[src/hdl/bmms_pkg.sv]
// Shared constants, payload types and sequencer states for the band statistics block.
package bmms_pkg;

  localparam int COUNT_BITS  = 24;
  localparam int SAMPLE_BITS = 8;
  localparam int FRAC_BITS   = 8;
  localparam int RES_W       = 16;

  localparam int SUM_W  = SAMPLE_BITS + COUNT_BITS;
  localparam int SQ_W   = 2 * SAMPLE_BITS + COUNT_BITS;
  localparam int PROD_W = 2 * SUM_W;
  localparam int PAIR_W = 2 * COUNT_BITS;
  localparam int TGT_W  = PROD_W + 2 * FRAC_BITS;
  localparam int RAD_W  = 2 * RES_W;
  localparam int REM_W  = RES_W + 2;

  localparam int MUL_DIGIT = 8;
  localparam int MUL_STEPS = (SUM_W + MUL_DIGIT - 1) / MUL_DIGIT;
  localparam int MUL_B_W   = MUL_STEPS * MUL_DIGIT;
  localparam int MUL_CNT_W = (MUL_STEPS > 1) ? $clog2(MUL_STEPS) : 1;
  localparam int DIV_CNT_W = $clog2(TGT_W);
  localparam int SQ_CNT_W  = $clog2(RES_W);

  localparam int FIFO_DEPTH = 2;
  localparam int FIFO_AW    = $clog2(FIFO_DEPTH);

  typedef struct packed {
    logic [7:0] sample;
    logic       last;
  } in_req_t;

  typedef struct packed {
    logic [7:0]  min_value;
    logic [7:0]  max_value;
    logic [15:0] mean_q8;
    logic [15:0] std_q8;
    logic [23:0] sample_count;
    logic        single_sample;
    logic        overflow;
  } out_res_t;

  // Snapshot of one finished band, handed from front to back.
  typedef struct packed {
    logic [COUNT_BITS-1:0]  count;
    logic [SUM_W-1:0]       sum;
    logic [SQ_W-1:0]        sq;
    logic [SAMPLE_BITS-1:0] min;
    logic [SAMPLE_BITS-1:0] max;
    logic                   sat;
  } band_job_t;

  typedef struct packed {
    logic empty;
    logic full;
  } fifo_stat_t;

  typedef enum logic [3:0] {
    ST_IDLE,
    ST_MUL_NSQ,
    ST_MUL_SS,
    ST_SUB,
    ST_MUL_PAIRS,
    ST_DIV_MEAN,
    ST_DIV_VAR,
    ST_SQRT,
    ST_EMIT
  } back_state_t;

endpackage

[src/hdl/band_min_max_mean_stddev.sv]
// Band statistics: min, max, Q8 mean and Q8 sample deviation per band of pixel samples.
//
// Input channel in_*: one unsigned 8-bit sample per request, last marks the end of a band.
// Samples are taken one per cycle; the front keeps count, sum, sum of squares, min and max.
// On last a snapshot of the band goes into a two-entry queue and the accumulators clear.
// Result channel out_*: one result per band, held in an output register until taken.
// Back end work per band: a pop, three digit-serial products
// (n*sumsq, sum*sum, n*(n-1)), one subtract, two bit-serial divisions
// (mean, then variance), a square root and the output load.
// A one-sample band skips the variance division and the root.
// Sample throughput is one per cycle; in_ready drops only while the queue holds two
// unprocessed bands, so short bands are limited by the back end's divider.
// A stalled receiver holds the result register and the back end waits; the front keeps
// taking samples until the queue fills.
// Reset (rst_n low, synchronous) empties the queue, clears the accumulators and drops
// out_valid.
module band_min_max_mean_stddev (
  input  logic                clk,
  input  logic                rst_n,
  input  logic                in_valid,
  output logic                in_ready,
  input  bmms_pkg::in_req_t   in_payload,
  output logic                out_valid,
  input  logic                out_ready,
  output bmms_pkg::out_res_t  out_payload
);

  logic                  push, pop;
  bmms_pkg::band_job_t   push_data, pop_data;
  bmms_pkg::fifo_stat_t  fifo_stat;

  bmms_front u_front (
    .clk        (clk),
    .rst_n      (rst_n),
    .in_valid   (in_valid),
    .in_ready   (in_ready),
    .in_payload (in_payload),
    .fifo_stat  (fifo_stat),
    .push       (push),
    .push_data  (push_data)
  );

  bmms_fifo u_fifo (
    .clk       (clk),
    .rst_n     (rst_n),
    .push      (push),
    .push_data (push_data),
    .pop       (pop),
    .pop_data  (pop_data),
    .fifo_stat (fifo_stat)
  );

  bmms_back u_back (
    .clk         (clk),
    .rst_n       (rst_n),
    .fifo_stat   (fifo_stat),
    .pop_data    (pop_data),
    .pop         (pop),
    .out_valid   (out_valid),
    .out_ready   (out_ready),
    .out_payload (out_payload)
  );

endmodule

[src/hdl/bmms_front.sv]
// Front end: takes samples, keeps the running band accumulators, pushes a snapshot on last.
module bmms_front (
  input  logic                  clk,
  input  logic                  rst_n,
  input  logic                  in_valid,
  output logic                  in_ready,
  input  bmms_pkg::in_req_t     in_payload,
  input  bmms_pkg::fifo_stat_t  fifo_stat,
  output logic                  push,
  output bmms_pkg::band_job_t   push_data
);

  logic [bmms_pkg::COUNT_BITS-1:0]  total_r, total_nxt;
  logic [bmms_pkg::SUM_W-1:0]       sum_r, sum_nxt;
  logic [bmms_pkg::SQ_W-1:0]        sq_r, sq_nxt;
  logic [bmms_pkg::SAMPLE_BITS-1:0] min_r, min_nxt;
  logic [bmms_pkg::SAMPLE_BITS-1:0] max_r, max_nxt;
  logic                             sat_r, sat_nxt;

  logic                                 accept;
  logic [bmms_pkg::SAMPLE_BITS-1:0]     x;
  logic [2*bmms_pkg::SAMPLE_BITS-1:0]   x_sq;
  bmms_pkg::band_job_t                  upd;

  assign in_ready = !fifo_stat.full;
  assign accept   = in_valid && in_ready;
  assign x        = in_payload.sample[bmms_pkg::SAMPLE_BITS-1:0];
  assign x_sq     = (2*bmms_pkg::SAMPLE_BITS)'(x) * (2*bmms_pkg::SAMPLE_BITS)'(x);

  always_comb begin
    upd.min = (x < min_r) ? x : min_r;
    upd.max = (x > max_r) ? x : max_r;
    if (total_r == '1) begin
      // count full: later samples only touch min, max and the flag
      upd.count = total_r;
      upd.sum   = sum_r;
      upd.sq    = sq_r;
      upd.sat   = 1'b1;
    end else begin
      upd.count = total_r + 1'b1;
      upd.sum   = sum_r + bmms_pkg::SUM_W'(x);
      upd.sq    = sq_r + bmms_pkg::SQ_W'(x_sq);
      upd.sat   = sat_r;
    end
  end

  assign push      = accept && in_payload.last;
  assign push_data = upd;

  always_comb begin
    total_nxt = total_r;
    sum_nxt   = sum_r;
    sq_nxt    = sq_r;
    min_nxt   = min_r;
    max_nxt   = max_r;
    sat_nxt   = sat_r;
    if (accept) begin
      if (in_payload.last) begin
        total_nxt = '0;
        sum_nxt   = '0;
        sq_nxt    = '0;
        min_nxt   = '1;
        max_nxt   = '0;
        sat_nxt   = 1'b0;
      end else begin
        total_nxt = upd.count;
        sum_nxt   = upd.sum;
        sq_nxt    = upd.sq;
        min_nxt   = upd.min;
        max_nxt   = upd.max;
        sat_nxt   = upd.sat;
      end
    end
  end

  always_ff @(posedge clk) begin
    if (!rst_n) begin
      total_r <= '0;
      sum_r   <= '0;
      sq_r    <= '0;
      min_r   <= '1;
      max_r   <= '0;
      sat_r   <= 1'b0;
    end else begin
      total_r <= total_nxt;
      sum_r   <= sum_nxt;
      sq_r    <= sq_nxt;
      min_r   <= min_nxt;
      max_r   <= max_nxt;
      sat_r   <= sat_nxt;
    end
  end

endmodule

[src/hdl/bmms_fifo.sv]
// Short queue of finished band snapshots between front and back.
module bmms_fifo (
  input  logic                  clk,
  input  logic                  rst_n,
  input  logic                  push,
  input  bmms_pkg::band_job_t   push_data,
  input  logic                  pop,
  output bmms_pkg::band_job_t   pop_data,
  output bmms_pkg::fifo_stat_t  fifo_stat
);

  bmms_pkg::band_job_t             slot_r [bmms_pkg::FIFO_DEPTH];
  logic [bmms_pkg::FIFO_AW-1:0]    wr_ptr_r, wr_ptr_nxt;
  logic [bmms_pkg::FIFO_AW-1:0]    rd_ptr_r, rd_ptr_nxt;
  logic [bmms_pkg::FIFO_AW:0]      fill_r, fill_nxt;
  logic                            do_push, do_pop;

  assign fifo_stat.empty = (fill_r == '0);
  assign fifo_stat.full  = (fill_r == (bmms_pkg::FIFO_AW+1)'(bmms_pkg::FIFO_DEPTH));
  assign do_push = push && !fifo_stat.full;
  assign do_pop  = pop && !fifo_stat.empty;
  assign pop_data = slot_r[rd_ptr_r];

  always_comb begin
    wr_ptr_nxt = do_push ? wr_ptr_r + 1'b1 : wr_ptr_r;
    rd_ptr_nxt = do_pop ? rd_ptr_r + 1'b1 : rd_ptr_r;
    fill_nxt   = fill_r;
    if (do_push && !do_pop) begin
      fill_nxt = fill_r + 1'b1;
    end else if (do_pop && !do_push) begin
      fill_nxt = fill_r - 1'b1;
    end
  end

  always_ff @(posedge clk) begin
    if (!rst_n) begin
      wr_ptr_r <= '0;
      rd_ptr_r <= '0;
      fill_r   <= '0;
    end else begin
      wr_ptr_r <= wr_ptr_nxt;
      rd_ptr_r <= rd_ptr_nxt;
      fill_r   <= fill_nxt;
    end
  end

  always_ff @(posedge clk) begin
    if (do_push) begin
      slot_r[wr_ptr_r] <= push_data;
    end
  end

endmodule

[src/hdl/bmms_div.sv]
// Restoring divider, one quotient bit per cycle, shared by the mean and variance paths.
module bmms_div (
  input  logic                          clk,
  input  logic                          rst_n,
  input  logic                          start,
  input  logic [bmms_pkg::TGT_W-1:0]    dividend,
  input  logic [bmms_pkg::PAIR_W-1:0]   divisor,
  output logic                          done,
  output logic [bmms_pkg::TGT_W-1:0]    quotient
);

  logic                             busy_r, busy_nxt;
  logic                             done_r, done_nxt;
  logic [bmms_pkg::DIV_CNT_W-1:0]   cnt_r, cnt_nxt;
  logic [bmms_pkg::TGT_W-1:0]       dvd_r, dvd_nxt;
  logic [bmms_pkg::PAIR_W-1:0]      rem_r, rem_nxt;
  logic [bmms_pkg::PAIR_W-1:0]      dsr_r, dsr_nxt;

  logic [bmms_pkg::PAIR_W:0]        rem_sh, rem_dif;
  logic                             fits;

  assign rem_sh  = {rem_r, dvd_r[bmms_pkg::TGT_W-1]};
  assign fits    = rem_sh >= {1'b0, dsr_r};
  assign rem_dif = rem_sh - {1'b0, dsr_r};

  assign done     = done_r;
  assign quotient = dvd_r;

  always_comb begin
    busy_nxt = busy_r;
    done_nxt = 1'b0;
    cnt_nxt  = cnt_r;
    dvd_nxt  = dvd_r;
    rem_nxt  = rem_r;
    dsr_nxt  = dsr_r;
    if (start) begin
      busy_nxt = 1'b1;
      cnt_nxt  = '0;
      dvd_nxt  = dividend;
      rem_nxt  = '0;
      dsr_nxt  = divisor;
    end else if (busy_r) begin
      // quotient bits shift in behind the dividend bits
      dvd_nxt = {dvd_r[bmms_pkg::TGT_W-2:0], fits};
      rem_nxt = fits ? rem_dif[bmms_pkg::PAIR_W-1:0] : rem_sh[bmms_pkg::PAIR_W-1:0];
      cnt_nxt = cnt_r + 1'b1;
      if (cnt_r == bmms_pkg::DIV_CNT_W'(bmms_pkg::TGT_W - 1)) begin
        busy_nxt = 1'b0;
        done_nxt = 1'b1;
      end
    end
  end

  always_ff @(posedge clk) begin
    if (!rst_n) begin
      busy_r <= 1'b0;
      done_r <= 1'b0;
      cnt_r  <= '0;
    end else begin
      busy_r <= busy_nxt;
      done_r <= done_nxt;
      cnt_r  <= cnt_nxt;
    end
  end

  always_ff @(posedge clk) begin
    dvd_r <= dvd_nxt;
    rem_r <= rem_nxt;
    dsr_r <= dsr_nxt;
  end

endmodule

[src/hdl/bmms_back.sv]
// Back end: per band products, mean and variance division, square root, result register.
module bmms_back (
  input  logic                  clk,
  input  logic                  rst_n,
  input  bmms_pkg::fifo_stat_t  fifo_stat,
  input  bmms_pkg::band_job_t   pop_data,
  output logic                  pop,
  output logic                  out_valid,
  input  logic                  out_ready,
  output bmms_pkg::out_res_t    out_payload
);

  bmms_pkg::back_state_t            state_r, state_nxt;
  bmms_pkg::band_job_t              job_r, job_nxt;
  logic [bmms_pkg::PROD_W-1:0]      prod_r, prod_nxt;
  logic [bmms_pkg::MUL_CNT_W-1:0]   mul_cnt_r, mul_cnt_nxt;
  logic [bmms_pkg::PROD_W-1:0]      nsq_r, nsq_nxt;
  logic [bmms_pkg::PROD_W-1:0]      diff_r, diff_nxt;
  logic [bmms_pkg::PAIR_W-1:0]      pairs_r, pairs_nxt;
  logic [bmms_pkg::RES_W-1:0]       mean_r, mean_nxt;
  logic [bmms_pkg::RAD_W-1:0]       rad_r, rad_nxt;
  logic [bmms_pkg::RES_W-1:0]       root_r, root_nxt;
  logic [bmms_pkg::REM_W-1:0]       rem_r, rem_nxt;
  logic [bmms_pkg::SQ_CNT_W-1:0]    sq_cnt_r, sq_cnt_nxt;
  logic                             out_valid_r, out_valid_nxt;
  bmms_pkg::out_res_t               out_res_r, out_res_nxt;

  // shared multiplier, one 8-bit digit of b per cycle, msb digit first
  logic [bmms_pkg::SQ_W-1:0]                    mul_a;
  logic [bmms_pkg::MUL_B_W-1:0]                 mul_b;
  logic [bmms_pkg::MUL_CNT_W-1:0]               digit_sel;
  logic [bmms_pkg::MUL_DIGIT-1:0]               digit;
  logic [bmms_pkg::SQ_W+bmms_pkg::MUL_DIGIT-1:0] partial;
  logic [bmms_pkg::PROD_W-1:0]                  mul_sum;
  logic                                         mul_last;

  logic                             div_start, div_done;
  logic [bmms_pkg::TGT_W-1:0]       div_dividend, div_q;
  logic [bmms_pkg::PAIR_W-1:0]      div_divisor;

  logic [bmms_pkg::REM_W-1:0]       sq_rem_sh, sq_trial;

  always_comb begin
    case (state_r)
      bmms_pkg::ST_MUL_NSQ: begin
        mul_a = job_r.sq;
        mul_b = bmms_pkg::MUL_B_W'(job_r.count);
      end
      bmms_pkg::ST_MUL_SS: begin
        mul_a = bmms_pkg::SQ_W'(job_r.sum);
        mul_b = bmms_pkg::MUL_B_W'(job_r.sum);
      end
      default: begin
        mul_a = bmms_pkg::SQ_W'(job_r.count);
        mul_b = bmms_pkg::MUL_B_W'(job_r.count - 1'b1);
      end
    endcase
  end

  assign digit_sel = bmms_pkg::MUL_CNT_W'(bmms_pkg::MUL_STEPS - 1) - mul_cnt_r;
  assign digit     = mul_b[int'(digit_sel) * bmms_pkg::MUL_DIGIT +: bmms_pkg::MUL_DIGIT];
  assign partial   = (bmms_pkg::SQ_W + bmms_pkg::MUL_DIGIT)'(mul_a)
                   * (bmms_pkg::SQ_W + bmms_pkg::MUL_DIGIT)'(digit);
  assign mul_sum   = (prod_r << bmms_pkg::MUL_DIGIT) + bmms_pkg::PROD_W'(partial);
  assign mul_last  = (mul_cnt_r == bmms_pkg::MUL_CNT_W'(bmms_pkg::MUL_STEPS - 1));

  // the variance division is started from the mean wait state
  always_comb begin
    if (state_r == bmms_pkg::ST_DIV_MEAN) begin
      div_dividend = {diff_r, (2*bmms_pkg::FRAC_BITS)'(0)};
      div_divisor  = pairs_r;
    end else begin
      div_dividend = bmms_pkg::TGT_W'({job_r.sum, bmms_pkg::FRAC_BITS'(0)});
      div_divisor  = bmms_pkg::PAIR_W'(job_r.count);
    end
  end

  bmms_div u_div (
    .clk      (clk),
    .rst_n    (rst_n),
    .start    (div_start),
    .dividend (div_dividend),
    .divisor  (div_divisor),
    .done     (div_done),
    .quotient (div_q)
  );

  // digit-by-digit square root, two radicand bits per step
  assign sq_rem_sh = {rem_r[bmms_pkg::REM_W-3:0], rad_r[bmms_pkg::RAD_W-1 -: 2]};
  assign sq_trial  = {root_r, 2'b01};

  always_comb begin
    state_nxt     = state_r;
    job_nxt       = job_r;
    prod_nxt      = prod_r;
    mul_cnt_nxt   = mul_cnt_r;
    nsq_nxt       = nsq_r;
    diff_nxt      = diff_r;
    pairs_nxt     = pairs_r;
    mean_nxt      = mean_r;
    rad_nxt       = rad_r;
    root_nxt      = root_r;
    rem_nxt       = rem_r;
    sq_cnt_nxt    = sq_cnt_r;
    out_valid_nxt = out_valid_r;
    out_res_nxt   = out_res_r;
    pop           = 1'b0;
    div_start     = 1'b0;

    if (out_valid_r && out_ready) begin
      out_valid_nxt = 1'b0;
    end

    case (state_r)
      bmms_pkg::ST_IDLE: begin
        if (!fifo_stat.empty) begin
          pop         = 1'b1;
          job_nxt     = pop_data;
          prod_nxt    = '0;
          mul_cnt_nxt = '0;
          state_nxt   = bmms_pkg::ST_MUL_NSQ;
        end
      end
      bmms_pkg::ST_MUL_NSQ: begin
        prod_nxt    = mul_sum;
        mul_cnt_nxt = mul_cnt_r + 1'b1;
        if (mul_last) begin
          nsq_nxt     = mul_sum;
          prod_nxt    = '0;
          mul_cnt_nxt = '0;
          state_nxt   = bmms_pkg::ST_MUL_SS;
        end
      end
      bmms_pkg::ST_MUL_SS: begin
        prod_nxt    = mul_sum;
        mul_cnt_nxt = mul_cnt_r + 1'b1;
        if (mul_last) begin
          mul_cnt_nxt = '0;
          state_nxt   = bmms_pkg::ST_SUB;
        end
      end
      bmms_pkg::ST_SUB: begin
        diff_nxt  = (nsq_r > prod_r) ? nsq_r - prod_r : '0;
        prod_nxt  = '0;
        state_nxt = bmms_pkg::ST_MUL_PAIRS;
      end
      bmms_pkg::ST_MUL_PAIRS: begin
        prod_nxt    = mul_sum;
        mul_cnt_nxt = mul_cnt_r + 1'b1;
        if (mul_last) begin
          pairs_nxt   = mul_sum[bmms_pkg::PAIR_W-1:0];
          mul_cnt_nxt = '0;
          div_start   = 1'b1;
          state_nxt   = bmms_pkg::ST_DIV_MEAN;
        end
      end
      bmms_pkg::ST_DIV_MEAN: begin
        if (div_done) begin
          if (job_r.count == '0) begin
            mean_nxt = '0;
          end else if (|div_q[bmms_pkg::TGT_W-1:bmms_pkg::RES_W]) begin
            mean_nxt = '1;
          end else begin
            mean_nxt = div_q[bmms_pkg::RES_W-1:0];
          end
          if (job_r.count > bmms_pkg::COUNT_BITS'(1)) begin
            div_start = 1'b1;
            state_nxt = bmms_pkg::ST_DIV_VAR;
          end else begin
            root_nxt  = '0;
            state_nxt = bmms_pkg::ST_EMIT;
          end
        end
      end
      bmms_pkg::ST_DIV_VAR: begin
        if (div_done) begin
          // any quotient at or above 2^32 gives the all-ones root
          rad_nxt    = (|div_q[bmms_pkg::TGT_W-1:bmms_pkg::RAD_W]) ? '1
                                                                    : div_q[bmms_pkg::RAD_W-1:0];
          root_nxt   = '0;
          rem_nxt    = '0;
          sq_cnt_nxt = '0;
          state_nxt  = bmms_pkg::ST_SQRT;
        end
      end
      bmms_pkg::ST_SQRT: begin
        rad_nxt    = rad_r << 2;
        sq_cnt_nxt = sq_cnt_r + 1'b1;
        if (sq_rem_sh >= sq_trial) begin
          rem_nxt  = sq_rem_sh - sq_trial;
          root_nxt = {root_r[bmms_pkg::RES_W-2:0], 1'b1};
        end else begin
          rem_nxt  = sq_rem_sh;
          root_nxt = {root_r[bmms_pkg::RES_W-2:0], 1'b0};
        end
        if (sq_cnt_r == bmms_pkg::SQ_CNT_W'(bmms_pkg::RES_W - 1)) begin
          state_nxt = bmms_pkg::ST_EMIT;
        end
      end
      bmms_pkg::ST_EMIT: begin
        if (!out_valid_r || out_ready) begin
          out_valid_nxt             = 1'b1;
          out_res_nxt.min_value     = 8'(job_r.min);
          out_res_nxt.max_value     = 8'(job_r.max);
          out_res_nxt.mean_q8       = mean_r;
          out_res_nxt.std_q8        = root_r;
          out_res_nxt.sample_count  = 24'(job_r.count);
          out_res_nxt.single_sample = (job_r.count == bmms_pkg::COUNT_BITS'(1));
          out_res_nxt.overflow      = job_r.sat;
          state_nxt                 = bmms_pkg::ST_IDLE;
        end
      end
      default: begin
        state_nxt = bmms_pkg::ST_IDLE;
      end
    endcase
  end

  always_ff @(posedge clk) begin
    if (!rst_n) begin
      state_r     <= bmms_pkg::ST_IDLE;
      mul_cnt_r   <= '0;
      sq_cnt_r    <= '0;
      out_valid_r <= 1'b0;
    end else begin
      state_r     <= state_nxt;
      mul_cnt_r   <= mul_cnt_nxt;
      sq_cnt_r    <= sq_cnt_nxt;
      out_valid_r <= out_valid_nxt;
    end
  end

  always_ff @(posedge clk) begin
    job_r     <= job_nxt;
    prod_r    <= prod_nxt;
    nsq_r     <= nsq_nxt;
    diff_r    <= diff_nxt;
    pairs_r   <= pairs_nxt;
    mean_r    <= mean_nxt;
    rad_r     <= rad_nxt;
    root_r    <= root_nxt;
    rem_r     <= rem_nxt;
    out_res_r <= out_res_nxt;
  end

  assign out_valid   = out_valid_r;
  assign out_payload = out_res_r;

endmodule

[config.mk]
export PLATFORM = sky130hd
export DESIGN_NAME = band_min_max_mean_stddev
export DESIGN_NICKNAME = d
export VERILOG_FILES = /design/src/hdl/bmms_pkg.sv /design/src/hdl/band_min_max_mean_stddev.sv /design/src/hdl/bmms_front.sv /design/src/hdl/bmms_fifo.sv /design/src/hdl/bmms_div.sv /design/src/hdl/bmms_back.sv
export SDC_FILE = /design/constraint.sdc
export NUM_CORES = 2
export LEC_CHECK = 0
export BUFFER_PORTS_ARGS = -buffer_cell sky130_fd_sc_hd__buf_2
export CORE_MARGIN = 2
export CORE_UTILIZATION = 55
export CTS_CLUSTER_SIZE = 8
export DETAILED_ROUTE_END_ITERATION = 12
export PLACE_DENSITY_LB_ADDON = 0.3
export SLEW_MARGIN = 20
export SYNTH_ARGS = -nofsm -noshare
export SYNTH_HDL_FRONTEND = slang
export SYNTH_HIERARCHICAL = 1
export SYNTH_SLANG_ARGS = --single-unit
[constraint.sdc]
create_clock -name clk -period 8.2 [get_ports clk]
set_input_delay 1.64 -clock clk [delete_from_list [all_inputs] [get_ports clk]]
set_output_delay 1.64 -clock clk [all_outputs]
set_load 0.03 [all_outputs]
Word-level counts from Yosys, hierarchy flattened
Memories as Yosys holds them, arrays and structs flattened. A register that Yosys moved wholly into a read port is not among the register bits. Index checks and enable logic that the tools add are counted.

Bits in registers: 707. RAM bits: 226. Input bits: 13. Output and inout bits: 76. Word-level logic and storage cells: 189. Memories: 1.

Memories: u_fifo.slot_r (words 2, width 113, read ports 1, clocked after Yosys merged registers in 1, write ports 1, line bmms_fifo.sv:12) `bmms_pkg::band_job_t slot_r [bmms_pkg::FIFO_DEPTH];`.

$add $sub $neg: 16. $mul: 2. Magnitude comparators: 6. Equal/unequal tests: 23. Shifts and indexed selects: 1. Muxes and demuxes: 64. Bitwise operators: 3. Reductions and logical operators: 38.

Operators with widths (number): case mux 64 bit (4 select lines) (1); two-way mux 80 bit (3); two-way mux 64 bit (2); case mux 32 bit (2 select lines) (2); two-way mux 16 bit (6); two-way mux 32 bit (3); two-way mux 96 bit (1); case mux 40 bit (2 select lines) (1); adder 64 x 48 -> 64 bit (1); greater-than comparator 64 bit (1); OR reduction 64 bit (1); subtractor 64 bit (1); >= comparator 49 x 48 -> 1 bit (1); multiplier 40 x 8 -> 48 bit (1); two-way mux 24 bit (2); two-way mux 48 bit (1); case mux 16 bit (3 select lines) (1); OR reduction 48 bit (1); subtractor 48 bit (1); adder 40 x 16 -> 40 bit (1); two-way mux 4 bit (10); two-way mux 40 bit (1); case mux 4 bit (9 select lines) (1); adder 32 x 8 -> 32 bit (1); 47 further kinds (108).

Longest topological paths before layout
Word-level depth: 9. Mapped depth: 33. Depth with buffers taken out: 31.

Cells and area by module
Netlist, hierarchy kept.

Modules (own cells, without submodules): bmms_back (times used 1, cells an instance 3485, area each 36296.1 sq um, seq. area each 15444.8 sq um); bmms_div (times used 1, cells an instance 1019, area each 10543.9 sq um, seq. area each 4984.8 sq um); bmms_front (times used 1, cells an instance 1198, area each 9605.5 sq um, seq. area each 2262.2 sq um); bmms_fifo (times used 1, cells an instance 377, area each 8680.8 sq um, seq. area each 6886.6 sq um).

Least setup slack after synthesis
Ideal clock, no wire load.

Kind: flip-flop to flip-flop. From: reg u_back.state_r[3]. To: reg u_back/prod_r[0] (netlist name), enable pin. Setup time: 0.423 ns. Arrival: 7.481 ns. Data required time: 7.777 ns. Slack: 0.296 ns. Stages on the path, launching flop included: 7. Path buffers: 1. Period minus slack after synthesis: 7.904 ns. Cells stage by stage: dfxtp_1 > clkbuf_1 > nor2_1 > nand2_1 > nor2_1 > nor2_1 > nand2_1.

Longest elaborated chain between the ends: 4. Elaborated cells on any way between the ends: 9. Classes of those cells: eq/ne: 5; reduce/logical: 4.

Ends and longest elaborated chain: start: declaration (line bmms_back.sv:13) `bmms_pkg::back_state_t state_r, state_nxt;`; start signal: assignment (line bmms_back.sv:221) `state_r <= bmms_pkg::ST_IDLE;`; start signal: assignment (line bmms_back.sv:226) `state_r <= state_nxt;`; == test 4 x 2 -> 1 bit or == test 4 x 3 -> 1 bit (tied branches) (line bmms_back.sv:114) `case (state_r)`; OR reduction 2 bit (no line); nonzero test 4 bit (no line); AND reduction 2 bit (no line) (*); end signal: assignment (line bmms_back.sv:235) `prod_r <= prod_nxt;`; end: declaration (line bmms_back.sv:15) `logic [bmms_pkg::PROD_W-1:0] prod_r, prod_nxt;`.

Every way passes the cells marked *; elsewhere a longest branch is shown, timed or not. A chain may end at the register's enable or synchronous reset.

Final worst setup path
From: reg u_back/job_r[98] (netlist name). To: reg u_back/prod_r[45] (netlist name), data pin.

Longest elaborated chain between the ends: 7. Elaborated cells on any way between the ends: 8. Classes of those cells: add/sub: 2; mul: 1; shift: 1; mux: 4.

Ends and longest elaborated chain: start: declaration (line bmms_back.sv:14) `bmms_pkg::band_job_t job_r, job_nxt;`; start signal: assignment (line bmms_back.sv:234) `job_r <= job_nxt;`; subtractor 24 x 1 -> 25 bit (line bmms_back.sv:55) `mul_b = bmms_pkg::MUL_B_W'(job_r.count - 1'b1);`; case mux 32 bit (2 select lines) (line bmms_back.sv:44) `case (state_r)`; indexed part select 32 x 6 -> 8 bit (line bmms_back.sv:61) `assign digit = mul_b[int'(digit_sel) * bmms_pkg::MUL_DIGIT +: bmms_pkg::MUL_DIGIT];`; multiplier 40 x 8 -> 48 bit (*) (line bmms_back.sv:63) `* (bmms_pkg::SQ_W + bmms_pkg::MUL_DIGIT)'(digit);`; adder 64 x 48 -> 64 bit (*) (line bmms_back.sv:64) `assign mul_sum = (prod_r << bmms_pkg::MUL_DIGIT) + bmms_pkg::PROD_W'(partial);`; net u_back.mul_sum, one bit (line bmms_back.sv:34) `logic [bmms_pkg::PROD_W-1:0] mul_sum;`; two-way mux 64 bit (line bmms_back.sv:127) `if (mul_last) begin`; case mux 64 bit (4 select lines) (*) (line bmms_back.sv:114); net u_back.prod_nxt, one bit (line bmms_back.sv:15).

Mark *: on every way through the listed nets, which the timed path passes. The rest lies on a longest branch.

==> results by group <==
Placed design
  – Cell Count Post-Placement: 7,531
  – IO buf count: 88
  – Area post-placement: 67,300 um2
  – RePlAce Congestion: 0.952
  – Pre-CTS setup slack: -0.0841 ns
  – Detail Placement HPWL: 122 mm

Clocking
  – Post-CTS Hold Buffers: 0
  – Worst-Skew Late Latency: 0.79 ns
  – Clock transition at path regs: 0.05 ns
  – Max H-tree Level: 4
  – CTS sink cnt: 1,047
  – Num CTS Buffers: 150
  – CTS tree: yes
  – CTS root buf: clkbuf_16
  – Maximum clock path buffer count: 3

Route
  – DR WL met3: 13.3 mm
  – Initial drt markers: 4,479
  – Vias per cell: 5.93
  – Length of routed met2 wiring: 74.8 mm
  – First-pass DRT Iterations: 6
  – Remaining DRCs: 0
  – Final wirelength: 166 mm
  – Wire per inst: 21.2 um
  – Post-route ant nets: 0
  – Max Used Layer: met5
  – Met1 Routed Length: 73.1 mm
  – Vias: 46,282

Critical path
  – Critical path startpoint category: flop
  – Reg2Reg Setup Slack: 0.28 ns
  – Worst path bufs/invs: 4
  – Crit path depth: 29
  – CP required: 8.76 ns
  – Crit-path max FO: 9
  – Reg-to-Reg End: u_back/prod_r[45]
  – Slowest CP cell: fa_1
  – Cell repeated most along the worst path: fa_1
  – Worst setup EP type: flop
  – CP delay by family, top: adder cells
  – Arrival time at the worst endpoint: 8.48 ns
  – Setup Crit Path Kind: flop to flop
  – Worst reg2reg path depth: 29
  – CP startpoint: u_back/job_r[98]
  – FF-to-FF Start: u_back/job_r[98]
  – CP Capture Point: u_back/prod_r[45]
  – CP max stage delay: 0.58 ns

Die
  – DIE AREA: 121,000 um2
  – Die height: 348 um
  – IO Count: 89
  – FP Rows: 126
  – Starting Density: 55.3%
  – CORE AREA: 118,000 um2
  – Die W: 348 um

Cells and area
  – Cell area after layout: 72,200 um2
  – Reg area: 29,600 um2
  – Area growth syn-to-layout: 10.8%
  – Final design utilization: 61.3%
  – Share of layout cells above drive strength 1: 12.8%
  – Area occupied by multi-input gates: 32,300 um2
  – Fillers: 9,318
  – # nets final: 6,759
  – Fin cells: 7,810

STA
  – Fin crit share: 96.6%
  – Final min period: 7.92 ns
  – Final setup fails: 0
  – Hold Vio Cnt, Final: 0
  – Final setup margin: 0.280 ns
  – Max Clock Skew: 0.0623 ns
  – Fmax: 126 MHz
  – Worst slew pin tran: 1.08 ns
  – Slew Limit Fails: 0
  – Slew headroom: 28.2%
  – RSZ-0062 raised after global routing: yes

Synthesis
  – Post-synthesis mux area share: 4.98%
  – Post-synth cell types: 120
  – Sequential cell area fraction in the yosys report: 45.4%
  – Adder-cell share of the synthesized area: 14.8%
  – Synth warnings: 6
  – Post-Synth Simple-Gate Area: 13.9%
  – Async set or reset register ratio after synthesis: 0%
  – Synth Cell Area: 65,100 um2
  – Post-Synth XOR/XNOR Area: 3.36%
  – Syn Area/Cell: 10.7 um2
  – Largest family of logic cells by synthesized area: adder cells
  – Cells after Synth: 6,079
  – Post-synth EDFFs: 861
  – Seq cells post-synth: 1,047
  – Synth Flop Type: edfxtp_1
  – Post-synthesis compound-gate area fraction: 12.0%

Power
  – Worst IR drop on VDD: 0.712 mV
  – Power per Cell Area: 450 nW/um2
  – Leak: 28.9 nW

Global routing
  – Largest net degree at the start of global routing: 132
  – Vias in the first global route: 44,727
  – Overall routing resource usage: 27.2%
  – GR Overflow Total: 0
  – Wire length of the first global-routing pass: 258 mm
  – Initial antenna violation count: 16

Run status
  – Outcome: completed

Run
  – Max-Cap Viols: 0

Hold path
  – Hold Path Class: flop to flop
-- worst reg2reg max path, delay by kind of cell, from the launching register on --
kind	cells	cell delay (ns)
adders and majority gates	5	2.42
AOI/OAI and AO/OA	10	2.19
and+or+nand+nor	9	1.98
buffers and inverters	4	0.49
DFF	1	0.41
xor gates and xnor gates	1	0.19
-- cell families after synthesis --
kind of cell	Yosys count
AND/OR/NAND/NOR	1832
XOR/XNOR	250
other	1
flip-flops	1047
AO/OA/AOI/OAI	1183
adder cells (fa/ha/maj)	584
multiplexers	267
buffers and inverters	915
-- report_power, final --
part / internal, mW / switching (mW) / total [mW]
clock network: 3.44 / 2.35 / 5.79
logic: 6.71 / 11.5 / 18.2
registers: 7.89 / 0.555 / 8.45
-- layout make-up --
type                       instances  share of cell area [%]
timing repair buffer             221                    2.15
multi-input combinational       4124                    44.8
inverter                         618                    3.22
tap                             1536                    2.66
sequential                      1047                    41.0
clock buffer                     233                    5.66
clock inverter                    18                   0.513
antenna                           13                  0.0451
-- synthesized netlist by cell type (all sizes together), types with 34 or more instances --
master	n	share of area (%)
nor4	34	0.35
nor3	64	0.57
xor2	91	1.2
o21ai	249	1.9
xnor2	159	2.1
or2	40	0.39
nand3	145	1.1
o21a	49	0.56
a21oi	345	2.7
nor2b	131	1.3
edfxtp	861	40
nand2b	80	0.77
nand2	415	2.4
a22o	36	0.48
and3	116	1.1
fa	307	9.4
inv	617	3.6
clkbuf	211	1.2
nor2	574	3.3
mux2	247	4.7
a311oi	36	0.53
a31oi	46	0.44
dfxtp	186	5.7
ha	277	5.3
a22oi	35	0.40
o211ai	40	0.46
a21o	100	1.2
buf	86	0.81
nand4	72	0.72
o31ai	39	0.49
and2	53	0.51
-- how the worst min path moves through the flow --
stage / from / endpoint / slack, ns / depth (start not counted)
2_1_floorplan: u_back/job_r[0] / u_back/out_payload[0] / 0.40 / 0
3_3_place_gp: u_back/job_r[11] / u_back/out_payload[68] / 0.40 / 0
3_5_place_dp: u_back/job_r[5] / u_back/out_payload[62] / 0.41 / 0
4_1_cts: u_back/mean_r[2] / u_back/out_payload[44] / 0.41 / 0
5_1_grt: u_back/mean_r[3] / u_back/out_payload[45] / 0.42 / 0
6_report: u_back/mean_r[2] / u_back/out_payload[44] / 0.41 / 0
-- per-layer routing --
metal  up-vias  track usage, %
met3       286            5.23
met1     22684            39.1
met5         -               0
li1      21548               -
met4         6            8.84
met2      1758            41.6
-- cells in the final DEF, fill, tap and decap left out, types with 156 or more instances in the layout --
cell type	instances
a21oi_1	334
dfxtp_1	184
edfxtp_1	861
fa_1	306
ha_1	270
inv_1	613
mux2_2	177
nand2_1	405
nor2_1	563
o21ai_0	230
xnor2_1	156
-- registers in the layout, summed over array words and instances (netlist names), 16 cells and up, named ones only --
register	count
u_fifo/slot_r	226
u_back/mean_r	16
u_back/u_div/dsr_r	48
u_back/prod_r	64
u_back/u_div/quotient	80
u_front/sq_r	40
u_back/rem_r	16
u_back/nsq_r	64
u_back/job_r	113
u_back/u_div/rem_r	48
u_back/diff_r	64
u_back/root_r	16
u_front/sum_r	32
u_back/pairs_r	48
u_back/rad_r	32
u_front/total_r	24
u_back/out_payload	74
-- through the flow --
stage	total power [mW]	setup TNS [ns]	hold slack, ns
final	32.5	0	0.412
after global routing	34.8	-0.672	0.418
after CTS	32.0	0	0.413
after detailed placement	26.0	-0.227	0.405
after global placement	25.8	0	0.401
after floorplan	20.7	0	0.400
-- repair_timing --
item                       4_1_cts  5_1_grt
pin swaps                        0       13
setup buffers                    0       12
resized for setup                4       57
setup endpoints to repair       16       82
gates cloned                     0        1
Power figures use the tool's default switching activity.
